--- src/csp_pkg.sv ---
// Shared types and constants for the closest subsequence pair search unit.
// No dependencies; used by every module of the block.
`default_nettype none

package csp_pkg;

    localparam int MAX_SAMPLES = 4096;
    localparam int ADDR_W      = 12;          // index into the sample store
    localparam int CNT_W       = 13;          // sample count, holds MAX_SAMPLES itself
    localparam int SAMPLE_W    = 16;
    localparam int DIST_W      = 44;
    localparam int LEN_W       = 11;
    localparam int POS_W       = 12;
    localparam int SQ_W        = 2 * SAMPLE_W;
    localparam int CMP_W       = 14;          // room for s + 1 + lag + L
    localparam int OUT_DATA_W  = 72;

    localparam logic [LEN_W-1:0] LEN_RESET = 11'd64;

    typedef enum logic [2:0] {
        OP_START,   // reset the best pair
        OP_CLR,     // clear the running sum for a new lag
        OP_ADD,     // add one squared difference
        OP_SUB,     // subtract one squared difference
        OP_CMP,     // compare running sum against the best
        OP_DONE     // publish the result
    } op_kind_t;

    typedef struct packed {
        logic             valid;
        op_kind_t         kind;
        logic [POS_W-1:0] s;
        logic [POS_W-1:0] lag;
    } op_t;

    typedef struct packed {
        logic busy;         // ops in flight or a result waiting
    } acc_stat_t;

    typedef enum logic [2:0] {
        ST_LOAD,
        ST_START,
        ST_LAG,
        ST_SUM,
        ST_CMP,
        ST_SUB,
        ST_ADD,
        ST_DONE
    } seq_state_t;

endpackage

`default_nettype wire

--- src/csp_acc.sv ---
// Datapath: squared difference of the two store reads, running sum,
// best-pair tracking and the output register. Depends on csp_pkg.
`default_nettype none

module csp_acc (
    input  wire                               clk,
    input  wire                               rst_n,
    input  csp_pkg::op_t                      op,
    input  wire [csp_pkg::SAMPLE_W-1:0]       rd_data_a,
    input  wire [csp_pkg::SAMPLE_W-1:0]       rd_data_b,
    output csp_pkg::acc_stat_t                stat,
    output logic                              m_tvalid,
    input  wire                               m_tready,
    output logic [csp_pkg::OUT_DATA_W-1:0]    m_tdata,   // best_distance, first_start, second_start
    output logic                              m_tuser    // no_pair
);

    csp_pkg::op_t op1_reg, op2_reg, op3_reg;
    logic [csp_pkg::SAMPLE_W-1:0] absd2_reg;
    logic [csp_pkg::SQ_W-1:0]     sq3_reg;

    logic [csp_pkg::DIST_W-1:0]   run_reg, best_reg;
    logic [csp_pkg::POS_W-1:0]    first_reg, lag_reg;
    logic                         found_reg;

    logic                         out_valid_reg;
    logic [csp_pkg::DIST_W-1:0]   out_dist_reg;
    logic [csp_pkg::POS_W-1:0]    out_first_reg, out_second_reg;
    logic                         out_nopair_reg;

    logic signed [csp_pkg::SAMPLE_W:0] diff;
    logic [csp_pkg::SAMPLE_W:0]        diff_abs;

    assign diff     = {rd_data_a[csp_pkg::SAMPLE_W-1], rd_data_a}
                    - {rd_data_b[csp_pkg::SAMPLE_W-1], rd_data_b};
    assign diff_abs = diff[csp_pkg::SAMPLE_W] ? (-diff) : diff;

    // ops travel beside the read data
    always_ff @(posedge clk or negedge rst_n)
    begin
        if (!rst_n)
        begin
            op1_reg <= '0;
            op2_reg <= '0;
            op3_reg <= '0;
        end
        else
        begin
            op1_reg <= op;
            op2_reg <= op1_reg;
            op3_reg <= op2_reg;
        end
    end

    always_ff @(posedge clk)
    begin
        absd2_reg    <= diff_abs[csp_pkg::SAMPLE_W-1:0];
        sq3_reg      <= absd2_reg * absd2_reg;
    end

    always_ff @(posedge clk or negedge rst_n)
    begin
        if (!rst_n)
        begin
            run_reg        <= '0;
            best_reg       <= '1;
            first_reg      <= '0;
            lag_reg        <= '0;
            found_reg      <= 1'b0;
            out_valid_reg  <= 1'b0;
            out_dist_reg   <= '0;
            out_first_reg  <= '0;
            out_second_reg <= '0;
            out_nopair_reg <= 1'b0;
        end
        else
        begin
            if (out_valid_reg && m_tready)
            begin
                out_valid_reg <= 1'b0;
            end
            if (op3_reg.valid)
            begin
                case (op3_reg.kind)
                    csp_pkg::OP_START:
                    begin
                        found_reg <= 1'b0;
                        best_reg  <= '1;
                        first_reg <= '0;
                        lag_reg   <= '0;
                    end
                    csp_pkg::OP_CLR:
                    begin
                        run_reg <= '0;
                    end
                    csp_pkg::OP_ADD:
                    begin
                        run_reg <= run_reg + csp_pkg::DIST_W'(sq3_reg);
                    end
                    csp_pkg::OP_SUB:
                    begin
                        run_reg <= run_reg - csp_pkg::DIST_W'(sq3_reg);
                    end
                    csp_pkg::OP_CMP:
                    begin
                        if (!found_reg || (run_reg < best_reg))
                        begin
                            found_reg <= 1'b1;
                            best_reg  <= run_reg;
                            first_reg <= op3_reg.s;
                            lag_reg   <= op3_reg.lag;
                        end
                    end
                    csp_pkg::OP_DONE:
                    begin
                        // the sum tops out below 2^43, so no saturation is needed
                        out_valid_reg  <= 1'b1;
                        out_nopair_reg <= !found_reg;
                        out_dist_reg   <= found_reg ? best_reg : '0;
                        out_first_reg  <= found_reg ? first_reg : '0;
                        out_second_reg <= found_reg ? (first_reg + lag_reg) : '0;
                    end
                    default:
                    begin
                        run_reg <= run_reg;
                    end
                endcase
            end
        end
    end

    assign stat.busy = op1_reg.valid || op2_reg.valid || op3_reg.valid || out_valid_reg;
    assign m_tvalid  = out_valid_reg;
    assign m_tuser   = out_nopair_reg;
    assign m_tdata   = {{(csp_pkg::OUT_DATA_W - csp_pkg::DIST_W - 2 * csp_pkg::POS_W){1'b0}},
                        out_second_reg, out_first_reg, out_dist_reg};

`ifndef SYNTHESIS
    a_done_into_free_out: assert property (@(posedge clk) disable iff (!rst_n)
        (op3_reg.valid && op3_reg.kind == csp_pkg::OP_DONE) |-> !out_valid_reg)
        else $error("result arrived while previous result still pending");

    a_nopair_zero: assert property (@(posedge clk) disable iff (!rst_n)
        (m_tvalid && m_tuser) |-> (m_tdata[csp_pkg::DIST_W-1:0] == '0))
        else $error("no-pair result carries a nonzero distance");

    a_out_from_done: assert property (@(posedge clk) disable iff (!rst_n)
        $rose(out_valid_reg) |-> ($past(op3_reg.valid) && $past(op3_reg.kind) == csp_pkg::OP_DONE))
        else $error("result raised without a done op");

    a_best_monotone: assert property (@(posedge clk) disable iff (!rst_n)
        (op3_reg.valid && op3_reg.kind == csp_pkg::OP_CMP && found_reg)
        |=> (best_reg <= $past(best_reg)))
        else $error("best distance grew during a search");
`endif

endmodule

`default_nettype wire

--- config.mk ---
export PLATFORM = sky130hd
export DESIGN_NAME = csp_acc
export DESIGN_NICKNAME = d
export VERILOG_FILES = /design/src/csp_pkg.sv /design/src/csp_acc.sv
export SDC_FILE = /design/constraint.sdc
export NUM_CORES = 1
export LEC_CHECK = 0
export BUFFER_PORTS_ARGS = -buffer_cell sky130_fd_sc_hd__buf_2
export CORE_AREA = 4 4 245 247
export DETAILED_ROUTE_END_ITERATION = 10
export DIE_AREA = 0 0 249 251
export GPL_TIMING_DRIVEN = 0
export SYNTH_ARGS = -nofsm -noshare
export SYNTH_HDL_FRONTEND = slang
export SYNTH_SLANG_ARGS = --single-unit
--- constraint.sdc ---
create_clock -name clk -period 6.91 [get_ports clk]
set_input_delay 1.0365 -clock clk [delete_from_list [all_inputs] [get_ports clk]]
set_output_delay 1.0365 -clock clk [all_outputs]
set_load 0.005 [all_outputs]
### Word level (Yosys, flattened, before mapping)

Index checks and enable logic that the tools add are counted.

* ROM bits: 0
* bits of input ports: 63
* register bits: 315
* word-level logic and storage cells: 65
* output and inout bits: 75
* memory bits (writable): 0
* memories kept: 0
* latch bits: 0

* multiplexer cells: 16
* divide/modulo/power cells: 0
* multiply operators: 1
* shift-type cells: 0
* eq/ne operators: 6
* add/sub/neg operators: 5
* reductions and logical operators: 12
* order comparisons: 1
* bitwise logic cells: 0

Operators with widths (number)
* $pmux W44 S3: 1
* $mux W44: 2
* $pmux W44 S2: 1
* $mux W12: 4
* $pmux W12 S2: 2
* $add A44 B32 Y44: 1
* $lt A44 B44 Y1: 1
* $sub A44 B32 Y44: 1
* $mul A16 B16 Y32: 1
* $sub A16 B16 Y17: 1
* $mux W16: 1
* $neg A16 Y16: 1
* $add A12 B12 Y12: 1
* $eq A3 B2 Y1 const B: 2
* $eq A3 B3 Y1 const B: 2
* $logic_or A1 B1 Y1: 4
* $mux W1: 4
* $reduce_and A2 Y1: 2
* $eq A3 B1 Y1 const B: 1
* $logic_not A3 Y1: 1
* $reduce_and A3 Y1: 1
* $reduce_bool A3 Y1: 1
* $ne A2 B2 Y1 const B: 1
* $pmux W1 S2: 1
* 3 further kinds: 3

### Longest topological paths before layout

* word-level depth: 4
* depth in mapped cells: 28
* gate-level depth less buffers: 26

### Least setup slack after synthesis

Ideal clock, no wire load.

* kind: register -> register
* start: register absd2_reg[4] (netlist bit)
* end: register sq3_reg[30] (netlist bit)
* buffers on the path: 2
* required time: 6838 ps
* library setup time: 72 ps
* cell stages (with the launch flop): 25
* clock period less this slack: 6535 ps
* data arrival time: 6463 ps
* slack: 375 ps
* cell sequence: dfxtp_1 -> clkbuf_1 -> clkbuf_1 -> nand2_1 -> fa_1 -> fa_1 -> inv_1 -> fa_1 -> fa_1 -> fa_1 -> inv_1 -> fa_1 -> inv_1 -> ha_1 -> a21oi_1 -> o21ai_0 -> o41ai_1 -> nand3_1 -> a2111o_1 -> a41oi_1 -> o21ai_0 -> nor3_1 -> o21bai_1 -> a21oi_1 -> xnor2_1

* word-level cells in the longest chain between the ends: 1

Ends and longest elaborated chain
* start: declaration: RTL line csp_acc.sv:19 `logic [csp_pkg::SAMPLE_W-1:0] absd2_reg;`
* start signal: assignment: RTL line csp_acc.sv:57 `absd2_reg <= diff_abs[csp_pkg::SAMPLE_W-1:0];`
* $mul A16 B16 Y32: RTL line csp_acc.sv:58 `sq3_reg <= absd2_reg * absd2_reg;`
* end signal: assignment: RTL line csp_acc.sv:58
* end: declaration: RTL line csp_acc.sv:20 `logic [csp_pkg::SQ_W-1:0] sq3_reg;`

Every way passes these cells.
A chain may end at the register's enable or synchronous reset.

### Worst setup path after layout

Ends and elaborated chain as after synthesis.

==> results_dict.tcl <==
set metrics [dict create \
    required_ns 7.37 \
    synth_seq_cells 314 \
    initialDrtViolationCount 870 \
    pre_cts_ws_ns -0.857 \
    synth-edff-count 0 \
    ys_types 81 \
    die-area_sq_um 62500 \
    clk_latency_ns 0.56 \
    stdcell_count 3373 \
    yosysMostFrequentCell "inv_1" \
    async_reset_ff_share_pct 85.0 \
    ys_warn_count 0 \
    gp_congestion 0.938 \
    drcViolationCount 0 \
    final_net_count 3021 \
    fmax_mhz 150 \
    critPathKind "register to register" \
    rows 88 \
    cts_tree "done" \
    drive_above_1_share_pct 12.3 \
    yosys.area.top_type "dfrtp_1" \
    grt_max_degree 123 \
    synthFlopType "dfrtp_1" \
    die_w_microns 249 \
    netlist.area_leader.share_pct 24.3 \
    rsz0062_at_grt "yes" \
    clk_pin_slew_ns 0.06 \
    vias 17200 \
    cts_sinks 314 \
    core_area_sq_um 57600 \
    hp-class "register to register" \
    grt_pass1_vias 17800 \
    syn-instance-count 2398 \
    hp-start "op2_reg[0]$_DFF_PN0_" \
    port_buffers 133 \
    r2r_cells 24 \
    diodes 0 \
    worst_pin_slew_ns 0.996 \
    finalSetupViolations 0 \
    status "completed" \
    finalHoldViolations 0 \
    hold_depth 0 \
    cts-root-buf "clkbuf_16" \
    slew_headroom_pct 33.3 \
    grt_overflow 0 \
    antenna_found_initial 0 \
    fillers 5483 \
    critPathArrivalTime_ns 7.14 \
    cts_hold_buffers 0 \
    maxCapViolations 0 \
    r2r_end "sq3_reg[30]$_DFF_P_" \
    clock_skew_ns 0.0286 \
    viasPerCell 5.09 \
    register_area_sq_um 7700 \
    netlist_area_sq_um 23000 \
    start_util_pct 39.9 \
    grt_pass1_wl_mm 92.1 \
    synth_common_cells "351 x inv_1, 280 x nand2_1, 223 x dfrtp_1, 212 x ha_1, 167 x fa_1" \
    synth.area.top_cells "dfrtp_1 24%, fa_1 15%, ha_1 12%" \
    finalCritPeriodShare_pct 96.6 \
    critPathMaxFanout 10 \
    cp-startpoint "absd2_reg[4]$_DFF_P_" \
    startpoint_type "register" \
    place_inst 3301 \
    wl_per_cell_microns 16.6 \
    syn_avg_cell_area_sq_um 9.57 \
    grt_util_all_layers_pct 17.8 \
    yosysSeqAreaShare_pct 33.4 \
    r2r_start "absd2_reg[4]$_DFF_P_" \
    multi_input_comb_area_sq_um 13600 \
    place_hpwl_mm 45.0 \
    final_max_slew_viol_count 0 \
    chipHeight_microns 251 \
    min_to "op3_reg[0]$_DFF_PN0_" \
    area_delta_synth_final_pct 13.8 \
    endpoint_kind "register" \
    routed_wl_mm 55.8 \
    cts_buffer_depth 3 \
    htreeDepth 2 \
    ant_nets 0 \
    r2r_setup_slack_ns 0.23 \
    drt-pass1-iter-count 5 \
    period_minus_slack_ns 6.68 \
    cts_buffers 37 \
    ios 138 \
    setup_ws_ns 0.234 \
]
cells in the final DEF, fill, tap and decap left out, drive strengths merged, types with 13 or more instances in the layout:
cell type and count:
ha 212, inv 359, buf 157, dfxtp 47, clkbuf 123, a21o 59
a21oi 96, a22oi 41, nand4 19, xnor2 75, dfrtp 223, xor2 55
o22ai 22, o22a 25, fa 167, nand2 280, and3 13, nor2 68
nand2b 15, and2 57, nor2b 18, a31oi 13, dfstp 44, o21bai 16
o21ai 141, nor3 25, o31ai 67, nand3 22
cell type report:
| type | count | area share, % |
|---|---|---|
| inverters | 352 | 5.06 |
| well taps | 765 | 3.66 |
| flip-flops and latches | 314 | 29.5 |
| repair buffers | 140 | 2.94 |
| multi-input cells | 1636 | 52.2 |
| clock inverters | 26 | 1.22 |
| clock buffers | 42 | 3.69 |
| plain buffers | 98 | 1.80 |
how the worst max path moves through the flow:
stage | end | slack [ns]
after global placement | sq3_reg[30]$_DFF_P_ | -0.73
final | sq3_reg[30]$_DFF_P_ | 0.23
after global routing | sq3_reg[30]$_DFF_P_ | -0.07
after detailed placement | sq3_reg[30]$_DFF_P_ | -0.86
after floorplan | sq3_reg[30]$_DFF_P_ | 0.38
after CTS | sq3_reg[31]$_DFF_P_ | 0.00008
layer usage:
metal / part of all wire [%] / vias up / GRT usage (%)
met2: 49 / 387 / 31.3
li1: - / 8428 / -
met4: 3.6 / 0 / 6.20
met1: 43 / 8264 / 22.7
met3: 4.2 / 100 / 2.41
met5: 0 / - / 0
what timing repair did:
item | CTS | global route
resized for setup | 41 | 33
endpoints found under the setup margin | 9 | 6
pin swaps | 4 | 6
setup buffers | 1 | 4
stage by stage:
step	TNS [ns]	hold slack, ns	util [%]	area [sq um]
after floorplan	0	0.331	-	23000
after global placement	-2.83	0.331	42.7	24600
after detailed placement	-3.48	0.335	42.8	24700
after CTS	0	0.345	45.2	26000
after global routing	-0.0679	0.351	45.4	26100
final	0	0.337	45.4	26100
cell families after synthesis:
family | Yosys count | share of synthesized area [%]
other cells | 1 | 0.0163
compound gates | 565 | 16.5
fa+ha+maj | 379 | 26.1
buf+inv | 451 | 7.50
xor+xnor | 130 | 4.96
simple gates | 553 | 11.3
mux | 5 | 0.223
flops | 314 | 33.4
worst max-delay path, cell delays in order, from the launching register on:
cell	delay (ns)
dfxtp_2	0.36
clkbuf_8	0.18
clkbuf_8	0.19
nand2_1	0.09
fa_1	0.54
fa_1	0.56
inv_1	0.06
fa_1	0.54
fa_1	0.45
fa_1	0.54
inv_1	0.05
fa_1	0.52
inv_1	0.05
ha_2	0.31
a21oi_1	0.16
o21ai_1	0.12
o41ai_2	0.28
nand3_2	0.18
a2111o_1	0.40
a41oi_2	0.27
o21ai_2	0.11
nor3_2	0.17
o21bai_1	0.10
a21oi_1	0.18
xnor2_1	0.15
Power is not shown: default switching activity piles up to over one toggle a cycle in this logic, so the estimate is an artifact.
