===== src/csp_pkg.sv =====
// Shared types and constants for the closest subsequence pair search unit.
// No dependencies; used by every module of the block.
`default_nettype none

package csp_pkg;

    localparam int MAX_SAMPLES = 4096;
    localparam int ADDR_W      = 12;          // index into the sample store
    localparam int CNT_W       = 13;          // sample count, holds MAX_SAMPLES itself
    localparam int SAMPLE_W    = 16;
    localparam int DIST_W      = 44;
    localparam int LEN_W       = 11;
    localparam int POS_W       = 12;
    localparam int SQ_W        = 2 * SAMPLE_W;
    localparam int CMP_W       = 14;          // room for s + 1 + lag + L
    localparam int OUT_DATA_W  = 72;

    localparam logic [LEN_W-1:0] LEN_RESET = 11'd64;

    typedef enum logic [2:0] {
        OP_START,   // reset the best pair
        OP_CLR,     // clear the running sum for a new lag
        OP_ADD,     // add one squared difference
        OP_SUB,     // subtract one squared difference
        OP_CMP,     // compare running sum against the best
        OP_DONE     // publish the result
    } op_kind_t;

    typedef struct packed {
        logic             valid;
        op_kind_t         kind;
        logic [POS_W-1:0] s;
        logic [POS_W-1:0] lag;
    } op_t;

    typedef struct packed {
        logic busy;         // ops in flight or a result waiting
    } acc_stat_t;

    typedef enum logic [2:0] {
        ST_LOAD,
        ST_START,
        ST_LAG,
        ST_SUM,
        ST_CMP,
        ST_SUB,
        ST_ADD,
        ST_DONE
    } seq_state_t;

endpackage

`default_nettype wire


===== src/csp_seq.sv =====
// Sequencer: loads samples into the store, then issues one search op per
// cycle (store reads plus accumulate/compare commands). Depends on csp_pkg.
`default_nettype none

module csp_seq (
    input  wire                               clk,
    input  wire                               rst_n,
    input  wire                               s_tvalid,
    output logic                              s_tready,
    input  wire [15:0]                        s_tdata,    // sample
    input  wire                               s_tlast,
    input  wire                               cfg_valid,
    output logic                              cfg_ready,
    input  wire [csp_pkg::LEN_W-1:0]          cfg_data,   // window_length
    input  csp_pkg::acc_stat_t                stat,
    output csp_pkg::op_t                      op,
    output logic                              wr_en,
    output logic [csp_pkg::ADDR_W-1:0]        wr_addr,
    output logic [csp_pkg::SAMPLE_W-1:0]      wr_data,
    output logic [csp_pkg::ADDR_W-1:0]        rd_addr_a,
    output logic [csp_pkg::ADDR_W-1:0]        rd_addr_b
);

    csp_pkg::seq_state_t state_reg, state_next;
    logic [csp_pkg::LEN_W-1:0] len_reg;
    logic [csp_pkg::CNT_W-1:0] cnt_reg, cnt_next;
    logic [csp_pkg::POS_W-1:0] lag_reg, lag_next;
    logic [csp_pkg::POS_W-1:0] s_reg, s_next;
    logic [csp_pkg::LEN_W-1:0] k_reg, k_next;

    logic [csp_pkg::LEN_W-1:0] len_eff;
    logic [csp_pkg::CMP_W-1:0] n_w, len_w, lag_w, s_w;
    logic                      pair_ok, slide_end, lag_more, not_full;

    assign len_eff  = (len_reg == '0) ? csp_pkg::LEN_W'(1) : len_reg;
    assign n_w      = csp_pkg::CMP_W'(cnt_reg);
    assign len_w    = csp_pkg::CMP_W'(len_eff);
    assign lag_w    = csp_pkg::CMP_W'(lag_reg);
    assign s_w      = csp_pkg::CMP_W'(s_reg);
    assign pair_ok  = n_w >= (len_w << 1);
    assign slide_end = (s_w + lag_w + len_w + csp_pkg::CMP_W'(1)) > n_w;
    assign lag_more  = (lag_w + len_w + csp_pkg::CMP_W'(1)) <= n_w;
    assign not_full  = cnt_reg < csp_pkg::CNT_W'(csp_pkg::MAX_SAMPLES);

    assign cfg_ready = 1'b1;

    always_ff @(posedge clk or negedge rst_n)
    begin
        if (!rst_n)
        begin
            state_reg <= csp_pkg::ST_LOAD;
            len_reg   <= csp_pkg::LEN_RESET;
            cnt_reg   <= '0;
            lag_reg   <= '0;
            s_reg     <= '0;
            k_reg     <= '0;
        end
        else
        begin
            state_reg <= state_next;
            cnt_reg   <= cnt_next;
            lag_reg   <= lag_next;
            s_reg     <= s_next;
            k_reg     <= k_next;
            if (cfg_valid && cfg_ready)
            begin
                len_reg <= cfg_data;
            end
        end
    end

    // next state and loop counters
    always_comb
    begin
        state_next = state_reg;
        cnt_next   = cnt_reg;
        lag_next   = lag_reg;
        s_next     = s_reg;
        k_next     = k_reg;
        unique case (state_reg)
            csp_pkg::ST_LOAD:
            begin
                if (s_tvalid)
                begin
                    if (not_full)
                    begin
                        cnt_next = cnt_reg + csp_pkg::CNT_W'(1);
                    end
                    if (s_tlast)
                    begin
                        state_next = csp_pkg::ST_START;
                    end
                end
            end
            csp_pkg::ST_START:
            begin
                if (!stat.busy)
                begin
                    lag_next   = csp_pkg::POS_W'(len_eff);
                    state_next = pair_ok ? csp_pkg::ST_LAG : csp_pkg::ST_DONE;
                end
            end
            csp_pkg::ST_LAG:
            begin
                k_next     = '0;
                state_next = csp_pkg::ST_SUM;
            end
            csp_pkg::ST_SUM:
            begin
                k_next = k_reg + csp_pkg::LEN_W'(1);
                if (k_reg == len_eff - csp_pkg::LEN_W'(1))
                begin
                    s_next     = '0;
                    state_next = csp_pkg::ST_CMP;
                end
            end
            csp_pkg::ST_CMP:
            begin
                if (slide_end)
                begin
                    if (lag_more)
                    begin
                        lag_next   = lag_reg + csp_pkg::POS_W'(1);
                        state_next = csp_pkg::ST_LAG;
                    end
                    else
                    begin
                        state_next = csp_pkg::ST_DONE;
                    end
                end
                else
                begin
                    state_next = csp_pkg::ST_SUB;
                end
            end
            csp_pkg::ST_SUB:
            begin
                state_next = csp_pkg::ST_ADD;
            end
            csp_pkg::ST_ADD:
            begin
                s_next     = s_reg + csp_pkg::POS_W'(1);
                state_next = csp_pkg::ST_CMP;
            end
            csp_pkg::ST_DONE:
            begin
                cnt_next   = '0;
                state_next = csp_pkg::ST_LOAD;
            end
            default:
            begin
                state_next = csp_pkg::ST_LOAD;
            end
        endcase
    end

    // outputs: input handshake, store access and op issue
    always_comb
    begin
        s_tready  = 1'b0;
        wr_en     = 1'b0;
        wr_addr   = cnt_reg[csp_pkg::ADDR_W-1:0];
        wr_data   = s_tdata[csp_pkg::SAMPLE_W-1:0];
        rd_addr_a = s_reg;
        rd_addr_b = s_reg + lag_reg;
        op.valid  = 1'b0;
        op.kind   = csp_pkg::OP_CLR;
        op.s      = s_reg;
        op.lag    = lag_reg;
        unique case (state_reg)
            csp_pkg::ST_LOAD:
            begin
                s_tready = 1'b1;
                wr_en    = s_tvalid && not_full;
            end
            csp_pkg::ST_START:
            begin
                op.valid = !stat.busy;
                op.kind  = csp_pkg::OP_START;
            end
            csp_pkg::ST_LAG:
            begin
                op.valid = 1'b1;
                op.kind  = csp_pkg::OP_CLR;
            end
            csp_pkg::ST_SUM:
            begin
                op.valid  = 1'b1;
                op.kind   = csp_pkg::OP_ADD;
                rd_addr_a = csp_pkg::ADDR_W'(k_reg);
                rd_addr_b = csp_pkg::ADDR_W'(k_reg) + lag_reg;
            end
            csp_pkg::ST_CMP:
            begin
                op.valid = 1'b1;
                op.kind  = csp_pkg::OP_CMP;
            end
            csp_pkg::ST_SUB:
            begin
                op.valid = 1'b1;
                op.kind  = csp_pkg::OP_SUB;
            end
            csp_pkg::ST_ADD:
            begin
                op.valid  = 1'b1;
                op.kind   = csp_pkg::OP_ADD;
                rd_addr_a = s_reg + csp_pkg::ADDR_W'(len_eff);
                rd_addr_b = s_reg + csp_pkg::ADDR_W'(len_eff) + lag_reg;
            end
            csp_pkg::ST_DONE:
            begin
                op.valid = 1'b1;
                op.kind  = csp_pkg::OP_DONE;
            end
            default:
            begin
                op.valid = 1'b0;
            end
        endcase
    end

endmodule

`default_nettype wire


===== config.mk =====
export PLATFORM = sky130hd
export DESIGN_NAME = csp_seq
export DESIGN_NICKNAME = d
export VERILOG_FILES = /design/src/csp_pkg.sv /design/src/csp_seq.sv
export SDC_FILE = /design/constraint.sdc
export NUM_CORES = 1
export LEC_CHECK = 0
export ABC_AREA = 1
export BUFFER_PORTS_ARGS = -buffer_cell sky130_fd_sc_hd__buf_2
export CAP_MARGIN = 5
export CORE_MARGIN = 2
export CORE_UTILIZATION = 45
export CTS_CLUSTER_DIAMETER = 200
export DETAILED_ROUTE_END_ITERATION = 8
export GPL_TIMING_DRIVEN = 1
export PLACE_DENSITY = 0.69
export SYNTH_ARGS = -nofsm -noshare
export SYNTH_HDL_FRONTEND = slang
export SYNTH_SLANG_ARGS = --single-unit

===== constraint.sdc =====
create_clock -name clk -period 6.9 [get_ports clk]
set_input_delay 0.345 -clock clk [delete_from_list [all_inputs] [get_ports clk]]
set_output_delay 0.345 -clock clk [all_outputs]
set_load 0.05 [all_outputs]

Word-level counts from Yosys, hierarchy flattened
Cells that the tools add are included.

word-level totals
  logic and storage cells = 76
  flip-flop bits (word level) = 62
  output and inout bits = 83

cells by class
  add/subtract/negate cells = 14
  muxes and demuxes = 24
  reduce and logical (&&, ||, !) cells = 13
  equality and inequality tests = 15
  $lt $le $gt $ge = 4

operators by type and width
  kind                                                              count
  12-bit case mux with 2 select lines                               4
  12-bit two-way mux                                                4
  13-bit two-way mux                                                2
  13-bit case mux with 2 select lines                               1
  12-bit by 1-bit adder with 12-bit output (second input constant)  2
  12-bit adder                                                      2
  3-bit case mux with 8 select lines                                1
  4-bit case mux with 6 select lines                                1
  11-bit case mux with 2 select lines                               1
  3-bit two-way mux                                                 7
  13-bit by 1-bit adder with 14-bit output (second input constant)  1
  13-bit by 11-bit adder with 14-bit output                         1
  14-bit by 1-bit adder with 14-bit output (second input constant)  1
  14-bit by 13-bit greater-than comparator with 1-bit output        1
  14-bit by 13-bit <= comparator with 1-bit output                  1
  2-bit != test (second input constant)                             7
  12-bit by 11-bit adder with 13-bit output                         1
  12-bit by 12-bit adder with 13-bit output                         1
  13-bit by 1-bit adder with 13-bit output (second input constant)  1
  13-bit by 12-bit >= comparator with 1-bit output                  1
  13-bit < comparator (second input constant)                       1
  11-bit by 12-bit adder with 12-bit output                         1
  12-bit by 11-bit adder with 12-bit output                         1
  3-bit == test (second input constant)                             4
  16 further kinds                                                  22

Logic depth before layout (Yosys ltp)
Gate-level depths: netlist of run 1.

  depth after elaboration = 8
  depth in mapped cells = 34
  gate-level depth less buffers = 34

Worst setup path before layout of run 1
OpenSTA, ideal clock, no wires.

  path kind = register to output
  start point = register len_reg[6] (netlist name)
  end point = output rd_addr_b[9] (netlist name)
  buffers on the path = 0
  arrival time = 4.766 ns
  path slack = 1.789 ns
  cell stages (with the launch flop) = 22
  cells stage by stage = dfstp_2 > nor2_4 > nand2_2 > nor2_2 > nand2_4 > nand2_4 > ha_1 > fa_1 > or2_2 > a32oi_1 > o21ai_0 > ha_1 > nand3_1 > nand2_1 > nand2_1 > nand2_1 > a21oi_1 > o21ai_0 > nand2_1 > nand2_1 > a21oi_1 > xnor2_1

between the ends
  longest elaborated chain between the ends = 5

ends and longest elaborated chain
  what                                           line            text
  start: declaration                             csp_seq.sv:25   logic [csp_pkg::LEN_W-1:0] len_reg;
  start signal: assignment                       csp_seq.sv:52   len_reg <= csp_pkg::LEN_RESET;
  start signal: assignment                       csp_seq.sv:67   len_reg <= cfg_data;
  11-bit logical NOT                             csp_seq.sv:35   assign len_eff = (len_reg == '0) ? csp_pkg::LEN_W'(1) : len_reg;
  11-bit two-way mux (*)                         csp_seq.sv:35
  12-bit by 11-bit adder with 12-bit output (*)  csp_seq.sv:208  rd_addr_b = s_reg + csp_pkg::ADDR_W'(len_eff) + lag_reg;
  12-bit adder (*)                               csp_seq.sv:208
  12-bit case mux with 2 select lines (*)        csp_seq.sv:170  unique case (state_reg)
  end: declaration                               csp_seq.sv:21   output logic [csp_pkg::ADDR_W-1:0] rd_addr_b

Every way passes the cells marked *; elsewhere a longest branch is shown, timed or not.

Worst setup path in the final report of run 1
  start point = register len_reg[3] (netlist name)
  end point = register state_reg[2]

between the ends
  longest elaborated chain between the ends = 8
  elaborated cells on any way between the ends = 18

ends and longest elaborated chain
  what                                              line            text
  11-bit logical NOT                                csp_seq.sv:35
  11-bit two-way mux (*)                            csp_seq.sv:35
  12-bit by 11-bit adder with 13-bit output         csp_seq.sv:42   assign lag_more = (lag_w + len_w + csp_pkg::CMP_W'(1)) <= n_w;
  13-bit by 1-bit adder with 14-bit output          csp_seq.sv:42
  14-bit by 13-bit <= comparator with 1-bit output  csp_seq.sv:42
  3-bit two-way mux                                 csp_seq.sv:121  if (lag_more)
  3-bit two-way mux                                 csp_seq.sv:119  if (slide_end)
  3-bit case mux with 8 select lines                csp_seq.sv:80   unique case (state_reg)
  end signal: assignment                            csp_seq.sv:51   state_reg <= csp_pkg::ST_LOAD;
  end signal: assignment                            csp_seq.sv:60   state_reg <= state_next;
  end: declaration                                  csp_seq.sv:24   csp_pkg::seq_state_t state_reg, state_next;

Every way passes the cells marked *; elsewhere a longest branch is shown, timed or not. The select of a mux whose other input is x is not followed.
A chain may end at the register's enable or synchronous reset.

==> impl_metrics.csv, run 1 <==
group,metric,value,unit
critical_path,critPathCaptureType,"flip-flop",
clock_tree,clock_sinks,62,
placement,gp_congestion,0.964,
power,leakagePower,4.16,nW
clock_tree,cts_resized,0,
sta,finalHoldViolations,0,
route,drt_iter0_drc,641,
placement,place_hpwl,18500,um
sta,grt_setup_unrepaired,"no",
sta,slew_headroom,0.430,
global_route,grt_pass1_vias,6761,
synth,synth-main-ff-cell,"dfrtp_1",
critical_path,path_max_fanout,14,
sta,hold-worst-slack,0.180,ns
clock_tree,cts_max_level,3,
floorplan,die_height,132,um
route,routed_via_density,5.63,
floorplan,io_pins,116,
global_route,antenna_found_initial,0,
clock_tree,cts_made_buffers,9,
synth,synth-seq-area-share,0.211,
synth,synth_edf_count,0,
power,irDropWorstVdd,0.404,mV
layout,areaGrowthSynthToFinish,9.42,%
sta,worst_slew_pin_slew,0.854,ns
route,wirelength,23200,um
synth,netlist_top_cells_area,"dfrtp_1 21%, ha_1 15%, nand2_1 12%",
layout,largest_reg_flops,13,
clock_tree,post-cts-setup-buffers,0,
floorplan,fp.dieW,132,um
global_route,grt_pass1_wl,36500,um
global_route,globalRouteOverflowTotal,0,
critical_path,cp.arrival,5.52,ns
synth,async_flop_share,1.00,
sta,fin_setup_tns,0,ns
layout,nets,1227,
global_route,grt_max_degree,63,
clock_tree,cts-root-buf,"clkbuf_16",
power,powerDensity,464,nW/um^2
sta,slew_violations,0,
layout,regArea,1550,sq um
route,via_count,7393,
layout,fillers,1629,
synth,netlist_area,7370,sq um
sta,setup_violations,0,
synth,synth_area_leader_cell,"dfrtp_1",
critical_path,crit_path_start_kind,"flip-flop",
route,drt-wirelength-per-cell,17.7,um
clock_tree,clock_path_buffers,2,
critical_path,worst_path_most_repeated_cell,"nand2_1",
critical_path,critPathKind,"reg2reg",
synth,ys.warnings.count,0,
layout,drive_gt1_frac,0.153,
synth,syn_area_per_cell,7.03,sq um
floorplan,core_area,15900,sq um
synth,ys_seq_elements,62,
critical_path,cpMaxStageDelayCell,"dfrtp_1",
clock_tree,cts.reportedPaths.clkPinSlew,0.06,ns
sta,timing.fmax,189,MHz
sta,min_period,5.28,ns
layout,diodes,0,
floorplan,dieArea,17400,sq um
placement,port_buffers,82,
layout,multi_input_area,5050,sq um
floorplan,start_util,0.462,
synth,synthDominantCellAreaShare,0.207,
global_route,grtUsageTotal,0.268,
route,drc,0,
outcome,status,"finished clean",
sta,fin_crit_sh,0.766,
floorplan,row_count,46,
clock_tree,hold_buffers,0,
min_path,worstHoldPathType,"in2async",
route,dr.pass1.iters,5,
clock_tree,cts_tree,"yes",
route,ant_nets,0,
synth,netlist_instances,1048,
synth,synth_fp_nets,1183,
synth,synth_cell_types,50,
critical_path,cpPeakStageDelay,0.53,ns
sta,finalClockSkew,0.00724,ns
power,p_total,0.00374,W
critical_path,crit_required,7.13,ns
job,maxCapViolations,0,
clock_tree,insertion_delay,0.35,ns
final timing paths:
kind,from,end,slack [ns],cells past startpoint
setup reg to reg,len_reg[3],state_reg[2],1.62,33
min in group clk,cfg_data[0],len_reg[0],0.23,3
hold reg to reg,cnt_reg[5],cnt_reg[5],0.58,1
setup / recovery,len_reg[3],state_reg[2],1.62,33
hold / removal,rst_n,lag_reg[3],0.18,2
max in group asynchronous,rst_n,cnt_reg[6],6.15,2
report_power, final:
part | internal (W) | total, W | switching, W
logic | 0.000804 | 0.00265 | 0.00184
clock network | 0.000285 | 0.000482 | 0.000197
registers | 0.000434 | 0.000613 | 0.000179
total | 0.00152 | 0.00374 | 0.00222
synth_stat cells, types with 5 or more instances:
cell type / count
xnor2_1: 15
nand2_1: 235
nor2_2: 6
a21oi_1: 80
nor2_1: 67
fa_1: 14
nand3_1: 75
nor3_1: 14
o21ai_0: 64
xor2_1: 31
a31oi_1: 6
nand2_2: 26
inv_1: 113
buf_4: 29
clkbuf_1: 18
ha_1: 88
dfrtp_1: 61
inv_2: 7
nand4_1: 17
o21bai_1: 5
nor2_4: 6
or2_2: 9
a21o_1: 6
kinds of logic (layout without fill, tap and decap cells):
kind of cell,Yosys count,in the layout,synth area share
buf+inv,173,222,0.105
fa+ha+maj,102,102,0.187
xor+xnor,46,46,0.0547
compound gates,191,191,0.146
flops,62,62,0.211
other cells,1,1,0.000509
simple gates,473,473,0.296
cell type report:
class / count / area share
flip-flops and latches: 62 / 0.193
well taps: 216 / 0.0335
clock buffers: 9 / 0.0279
repair buffers: 85 / 0.0537
multi-input cells: 813 / 0.626
clock inverters: 7 / 0.0102
inverters: 121 / 0.0565
layout by cell type (no fill, tap or decap), drive strengths merged, types with 2 or more instances in the layout:
cell,instances
nand2,265
inv,122
ha,88
buf,85
a21oi,80
nand3,79
nor2,79
o21ai,65
dfrtp,61
xor2,31
nand4,17
nor3,16
xnor2,15
fa,14
or2,10
clkbuf,9
a21o,6
a31oi,6
o21bai,5
nor4,5
o221ai,4
o21a,3
a211oi,3
o2111ai,3
o211ai,3
o22ai,3
clkinv,3
a22oi,2
a2bb2oi,2
o31ai,2
clkinvlp,2
per-stage QoR:
stage / area (sq um) / std cells / worst slack [ns] / util
floorplan: 7370 / 1048 / 1.79 / -
global placement: 7760 / 1297 / 1.83 / 0.487
detailed placement: 7760 / 1297 / 1.66 / 0.487
CTS: 8070 / 1313 / 1.65 / 0.506
global route: 8070 / 1313 / 1.08 / 0.506
finish: 8070 / 1313 / 1.62 / 0.506
worst max-delay path: cells and delay by family (launching register included):
family                     cells  cell delay, ns
AOI/OAI and AO/OA              4            0.80
and+or+nand+nor               21            2.33
xor gates and xnor gates       1            0.15
adders and majority gates      4            1.17
DFF                            1            0.53
buffers and inverters          3            0.19
metal layers:
metal	GRT usage	part of all wire	up-vias
li1	-	-	3565
met1	0.377	0.44	3444
met2	0.410	0.44	340
met3	0.0527	0.087	44
met4	0.0918	0.029	0
met5	0	0	-
Power figures use the tool's default switching activity.
==> inputs of run 2 (changes only) <==
ABC_AREA = 0   (was 1)
clock period = 5.1 ns   (was 6.9 ns; I/O delays follow)
==> run 2 against run 1 <==
Synthesized cell count fell by 22%. Cell area fell by 4.1%. Sequential power rose by 31%. Clock skew rose by 0.00073 ns. Power rose by 56%. Register-to-register slack got worse by 1.4 ns. Critical path depth fell by 14. Largest power group unchanged.
==> impl_metrics.csv, run 2 <==
group,metric,value,unit
outcome,status,"finished clean",
sta,fin_ws,0.182,ns
synth,netlist_top_cells_area,"dfrtp_1 22%, ha_1 16%, xnor2_1 5.9%",
layout,final_common_cell,"ha_1",
clock_tree,cts.reportedPaths.clkPinSlew,0.06,ns
power,p_total,0.00582,W
critical_path,cpMaxStageDelayCell,"dfstp_2",
clock_tree,cts_max_level,3,
layout,final_cell_mix,"88 x ha_1, 79 x buf_2, 69 x nor2_1",
synth,ys.warnings.count,0,
synth,synth_edf_count,0,
placement,post-place-ws,-0.0371,ns
power,p_clk_frac,0.107,
critical_path,r2r_start,"len_reg[2]",
placement,gp_congestion,0.904,
synth,synthDominantCellAreaShare,0.223,
power,p_sw_frac,0.553,
layout,nets,1010,
global_route,grtUsageTotal,0.236,
synth,synth_cell_types,72,
clock_tree,clock_path_buffers,2,
layout,largest_reg_flops,13,
layout,fillers,1453,
global_route,grt_pass1_vias,5730,
floorplan,die_height,127,um
synth,synth-main-ff-cell,"dfrtp_1",
sta,slew_violations,0,
power,p_int,0.00260,W
sta,grt_setup_unrepaired,"yes",
synth,ys_seq_elements,62,
sta,timing.fmax,203,MHz
placement,placed_area,7340,sq um
min_path,worstHoldPathType,"in2async",
layout,multi_input_area,4880,sq um
synth,synth_fp_nets,956,
clock_tree,post-cts-setup-buffers,0,
floorplan,core_area,15000,sq um
global_route,antenna_found_initial,0,
route,via_count,6201,
power,leakagePower,3.69,nW
synth,async_flop_share,1.00,
clock_tree,hold_buffers,0,
floorplan,io_pins,116,
power,powerDensity,753,nW/um^2
critical_path,r2r_cells,22,
clock_tree,insertion_delay,0.34,ns
power,combinationalPowerShare,0.754,
synth,netlist_area,6840,sq um
critical_path,cp.arrival,4.66,ns
sta,hold-worst-slack,0.0856,ns
clock_tree,cts_made_buffers,9,
layout,areaGrowthSynthToFinish,13.1,%
sta,min_period,4.92,ns
global_route,globalRouteOverflowTotal,0,
critical_path,crit_required,4.85,ns
route,drt-wirelength-per-cell,18.0,um
route,drc,0,
placement,place_hpwl,14800,um
sta,fin_crit_sh,0.964,
clock_tree,cts-root-buf,"clkbuf_16",
route,ant_nets,0,
clock_tree,cts_tree,"yes",
job,maxCapViolations,0,
route,wirelength,19200,um
layout,drive_gt1_frac,0.178,
critical_path,crit_buf_inv,3,
placement,port_buffers,82,
floorplan,row_count,45,
critical_path,r2r-end,"lag_reg[0]",
clock_tree,clock_sinks,62,
global_route,grt_max_degree,63,
synth,synth_most_common_cell,"ha_1",
critical_path,path_cells,"nor4_4 -> a41oi_2 -> buf_4 -> inv_1 -> ha_1 -> fa_1 -> a21o_1 -> a21oi_1 -> nor2b_1 -> o21a_1 -> o22a_1 -> a41oi_2 -> mux2_2 -> o21ai_2 -> ha_1 -> a21oi_2 -> a21oi_2 -> xor3_1 -> clkbuf_4",
synth,syn_area_per_cell,8.33,sq um
route,dr.pass1.iters,5,
critical_path,crit_start,"len_reg[6]",
synth,netlist_instances,821,
sta,setup_violations,0,
critical_path,rrSetupSlack,0.19,ns
synth,synth_area_leader_cell,"dfrtp_1",
floorplan,fp.dieW,127,um
critical_path,cpPeakStageDelay,0.56,ns
layout,final_area,7730,sq um
power,netSwitchingPower,0.00322,W
critical_path,critPathKind,"reg2out",
critical_path,crit_path_start_kind,"flip-flop",
route,drt_iter0_drc,396,
sta,finalClockSkew,0.00797,ns
sta,worst_slew_pin_slew,0.855,ns
sta,fin_setup_tns,0,ns
route,routed_via_density,5.81,
floorplan,dieArea,16200,sq um
critical_path,critPathCaptureType,"output pin",
critical_path,critical-path-top-delay-family,"compound AO/OA/AOI/OAI gates",
sta,slew_headroom,0.430,
synth,synthTopCellsByCount,"88 x ha_1, 70 x nor2_1, 68 x nand2_1",
global_route,grt_pass1_wl,30000,um
layout,diodes,0,
critical_path,path_max_fanout,6,
power,irDropWorstVdd,0.456,mV
sta,finalHoldViolations,0,
layout,regArea,1550,sq um
synth,synth-seq-area-share,0.227,
power,power.sequential.fraction,0.138,
floorplan,start_util,0.455,
==> run 2: cell types whose count changed in the layout (fill, tap and decap cells not counted), sizes merged, moves of 16 or more <==
cell,change
a21o,+16
a21oi,-35
buf,+21
inv,-81
nand2,-197
nand3,-47
xnor2,+31
==> run 2: layout make-up <==
cell class / count / share of cell area
inverter: 41 / 0.0199
clock inverter: 3 / 0.00599
timing repair buffer: 108 / 0.0798
multi-input combinational: 653 / 0.631
sequential: 62 / 0.201
tap: 188 / 0.0304
clock buffer: 13 / 0.0324
==> run 2: how the worst max path moves through the flow <==
stage	slack [ns]	cells past startpoint	to
2_1_floorplan	0.009	19	rd_addr_b[11]
3_5_place_dp	-0.04	23	lag_reg[9]
3_3_place_gp	0.17	22	lag_reg[9]
5_1_grt	-0.08	22	lag_reg[0]
4_1_cts	0.002	23	lag_reg[9]
6_report	0.18	19	rd_addr_b[11]
==> run 2: routing by layer <==
metal  up-vias  GRT usage  share of wire
met5         -          0              0
met4         0     0.0672          0.017
met3        27     0.0553          0.069
met2       182      0.377           0.46
met1      2983      0.320           0.45
li1       3009          -              -
==> run 2: power groups by stage <==
stage | Clock, W | Sequential [W] | Combinational (W)
final | 0.000625 | 0.000804 | 0.00439
after global routing | 0.000654 | 0.000818 | 0.00480
after CTS | 0.000633 | 0.000796 | 0.00428
after detailed placement | 0 | 0.000803 | 0.00426
after global placement | 0 | 0.000802 | 0.00419
after floorplan | 0 | 0.000955 | 0.00326
==> run 2: cell families after synthesis <==
group,count (synthesis),synth area share
mux,6,0.00934
simple gates,272,0.191
fa+ha+maj,102,0.202
buf+inv,106,0.0758
flops,62,0.227
other cells,1,0.000549
compound gates,200,0.199
xor+xnor,72,0.0945
==> run 2: stage by stage <==
stage,cells,utilization
CTS,1068,0.508
global placement,1052,0.488
detailed placement,1052,0.488
floorplan,821,-
global route,1068,0.514
finish,1068,0.514
==> run 2: what timing repair did <==
| action | CTS | global route |
|---|---|---|
| endpoints found under the setup margin | 6 | 18 |
| pin swaps | 0 | 1 |
| resized for setup | 1 | 22 |
| cloned | 0 | 0 |
| hold endpoints to repair | 0 | 0 |
==> run 2: worst register-to-register path, cell delays in order (launching register included) <==
cell and delay (ns):
dfrtp_1 0.40, nor4_4 0.33, a41oi_2 0.20, ha_1 0.35, inv_1 0.05, ha_1 0.21
fa_1 0.41, a21o_1 0.19, a21oi_2 0.17, o21bai_1 0.11, a41o_1 0.27, nand3_1 0.10
and3b_1 0.17, xnor2_1 0.08, ha_1 0.29, nand4_1 0.12, nor2_2 0.17, nand4_1 0.14
mux2i_1 0.22, o221a_4 0.29, nor2_4 0.10, a221o_1 0.39, o21ai_1 0.07
==> inputs of run 3 (changes only) <==
CTS_BUF_LIST = sky130_fd_sc_hd__clkbuf_8   (was default)
==> run 3 against run 2 <==
Sequential share of layout area up 0.23 points. Sequential power down 0.6%. Highest routed layer unchanged. Count of clock-buffer cells in the layout down 3. Critical endpoint is now lag_reg[0]. Die area unchanged. Routed wire length down 0.97%.
==> impl_metrics.csv, run 3 (synthesis gave the netlist of run 2 again) <==
group,metric,value,unit
layout,drive_gt1_frac,0.182,
placement,gp_congestion,0.904,
sta,slew_violations,0,
power,leakagePower,3.66,nW
clock_tree,hold_buffers,0,
floorplan,core_area,15000,sq um
route,drt_iter0_drc,452,
outcome,status,"finished clean",
critical_path,cpPeakStageDelay,0.41,ns
global_route,grtUsageTotal,0.235,
floorplan,start_util,0.455,
route,routed_via_density,5.81,
power,powerDensity,738,nW/um^2
critical_path,crit_required,5.38,ns
global_route,antenna_found_initial,0,
layout,final_cell_mix,"88 x ha_1, 79 x buf_2, 69 x nor2_1",
sta,worst_slew_pin_slew,0.855,ns
layout,final_common_cell,"ha_1",
sta,timing.fmax,204,MHz
route,drt-wirelength-per-cell,17.8,um
clock_tree,clock_path_buffers,2,
sta,fin_crit_sh,0.963,
global_route,top_usage_layer,"met2",
clock_tree,cts_max_level,3,
route,ant_nets,0,
floorplan,io_pins,116,
global_route,globalRouteOverflowTotal,0,
route,wirelength,19000,um
global_route,grt_pass1_wl,30000,um
sta,min_period,4.91,ns
sta,slew_headroom,0.430,
layout,nets,1011,
route,drc,0,
critical_path,path_max_fanout,11,
layout,largest_reg_flops,13,
global_route,use_met2,0.378,
critical_path,rrSetupSlack,0.19,ns
critical_path,r2r_cells,22,
placement,place_hpwl,14800,um
global_route,grt_pass1_vias,5695,
clock_tree,cts.reportedPaths.clkPinSlew,0.08,ns
critical_path,r2r-end,"lag_reg[0]",
critical_path,r2r_start,"len_reg[2]",
sta,setup_violations,0,
power,irDropWorstVdd,0.456,mV
sta,hold-worst-slack,0.0573,ns
layout,finish.utilization,0.509,
clock_tree,cts-root-buf,"clkbuf_8",
floorplan,row_count,45,
global_route,grtUsageMet3,0.0498,
critical_path,crit_buf_inv,1,
critical_path,critical-path-top-delay-family,"compound AO/OA/AOI/OAI gates",
clock_tree,insertion_delay,0.37,ns
sta,finalHoldViolations,0,
critical_path,crit_path_start_kind,"flip-flop",
global_route,grt_max_degree,63,
route,via_count,6216,
global_route,use_met1,0.323,
placement,port_buffers,82,
floorplan,dieArea,16200,sq um
critical_path,critPathKind,"reg2reg",
critical_path,cpMaxStageDelayCell,"dfrtp_1",
critical_path,path_cells,"nor4_4 -> a41oi_2 -> ha_1 -> inv_1 -> ha_1 -> fa_1 -> a21o_1 -> a21oi_2 -> o21bai_1 -> a41o_1 -> nand3_1 -> and3b_1 -> xnor2_1 -> ha_1 -> nand4_1 -> nor2_2 -> nand4_1 -> mux2i_1 -> o221a_4 -> nor2_4 -> a221o_1 -> o21ai_1",
floorplan,die_height,127,um
critical_path,worst_path_most_repeated_cell,"ha_1",
clock_tree,cts_tree,"yes",
critical_path,cp.arrival,5.19,ns
layout,diodes,0,
clock_tree,clock_sinks,62,
route,dr.pass1.iters,6,
job,maxCapViolations,0,
critical_path,critPathCaptureType,"flip-flop",
min_path,worstHoldPathType,"in2async",
floorplan,fp.dieW,127,um
sta,finalClockSkew,0.0131,ns
clock_tree,cts_made_buffers,9,
layout,areaGrowthSynthToFinish,11.9,%
==> run 3: cell count changes in the layout (fill, tap and decap cells not counted) <==
| cell | before | now |
|---|---|---|
| a21oi_1 | 40 | 39 |
| a21oi_2 | 5 | 6 |
| buf_4 | 26 | 28 |
| clkbuf_1 | 3 | 0 |
| clkbuf_16 | 9 | 0 |
| clkbuf_4 | 2 | 1 |
| clkbuf_8 | 1 | 10 |
| inv_1 | 41 | 44 |
| o21ai_1 | 12 | 11 |
| o21ai_2 | 1 | 2 |
==> run 3: per-layer routing <==
layer,share of wire,wire length [um],vias to the layer above
met4,0.018,337,0
met5,0,0,-
met2,0.46,8810,200
met1,0.45,8500,2970
li1,-,-,3012
met3,0.072,1370,34
==> run 3: cell type report <==
class	count	area, sq um
tap	188	235
inverter	41	154
clock inverter	6	57.6
sequential	62	1550
fill	1453	7390
timing repair buffer	109	624
multi-input combinational	653	4880
clock buffer	10	138
==> run 3: worst max path at each step <==
stage,start,to,slack (ns),cells past startpoint
2_1_floorplan,len_reg[6],rd_addr_b[11],0.009,19
5_1_grt,len_reg[2],rd_addr_b[9],-0.05,18
4_1_cts,len_reg[6],rd_addr_b[11],-0.02,19
3_5_place_dp,len_reg[6],lag_reg[9],-0.04,23
3_3_place_gp,len_reg[7],lag_reg[9],0.17,22
6_report,len_reg[2],lag_reg[0],0.19,22
==> run 3: power by group <==
part           switching (W)  internal [W]  leakage [nW]
clock               0.000212      0.000235         0.106
combinational        0.00278       0.00162          2.75
sequential          0.000207      0.000592         0.799
==> run 3: timing repair <==
item,CTS,global route
gates resized for setup,3,21
setup endpoints to repair,4,18
setup buffers,0,1
pin swaps,0,1
==> run 3: per-stage QoR <==
stage	instance area, sq um	total power, W	instances	worst slack [ns]	TNS [ns]
final	7650	0.00565	1069	0.189	0
after global routing	7650	0.00610	1069	-0.0486	-0.136
after CTS	7540	0.00553	1068	-0.0153	-0.0153
after detailed placement	7340	0.00506	1052	-0.0371	-0.0371
after global placement	7340	0.00500	1052	0.171	0
after floorplan	6860	0.00422	821	0.00901	0
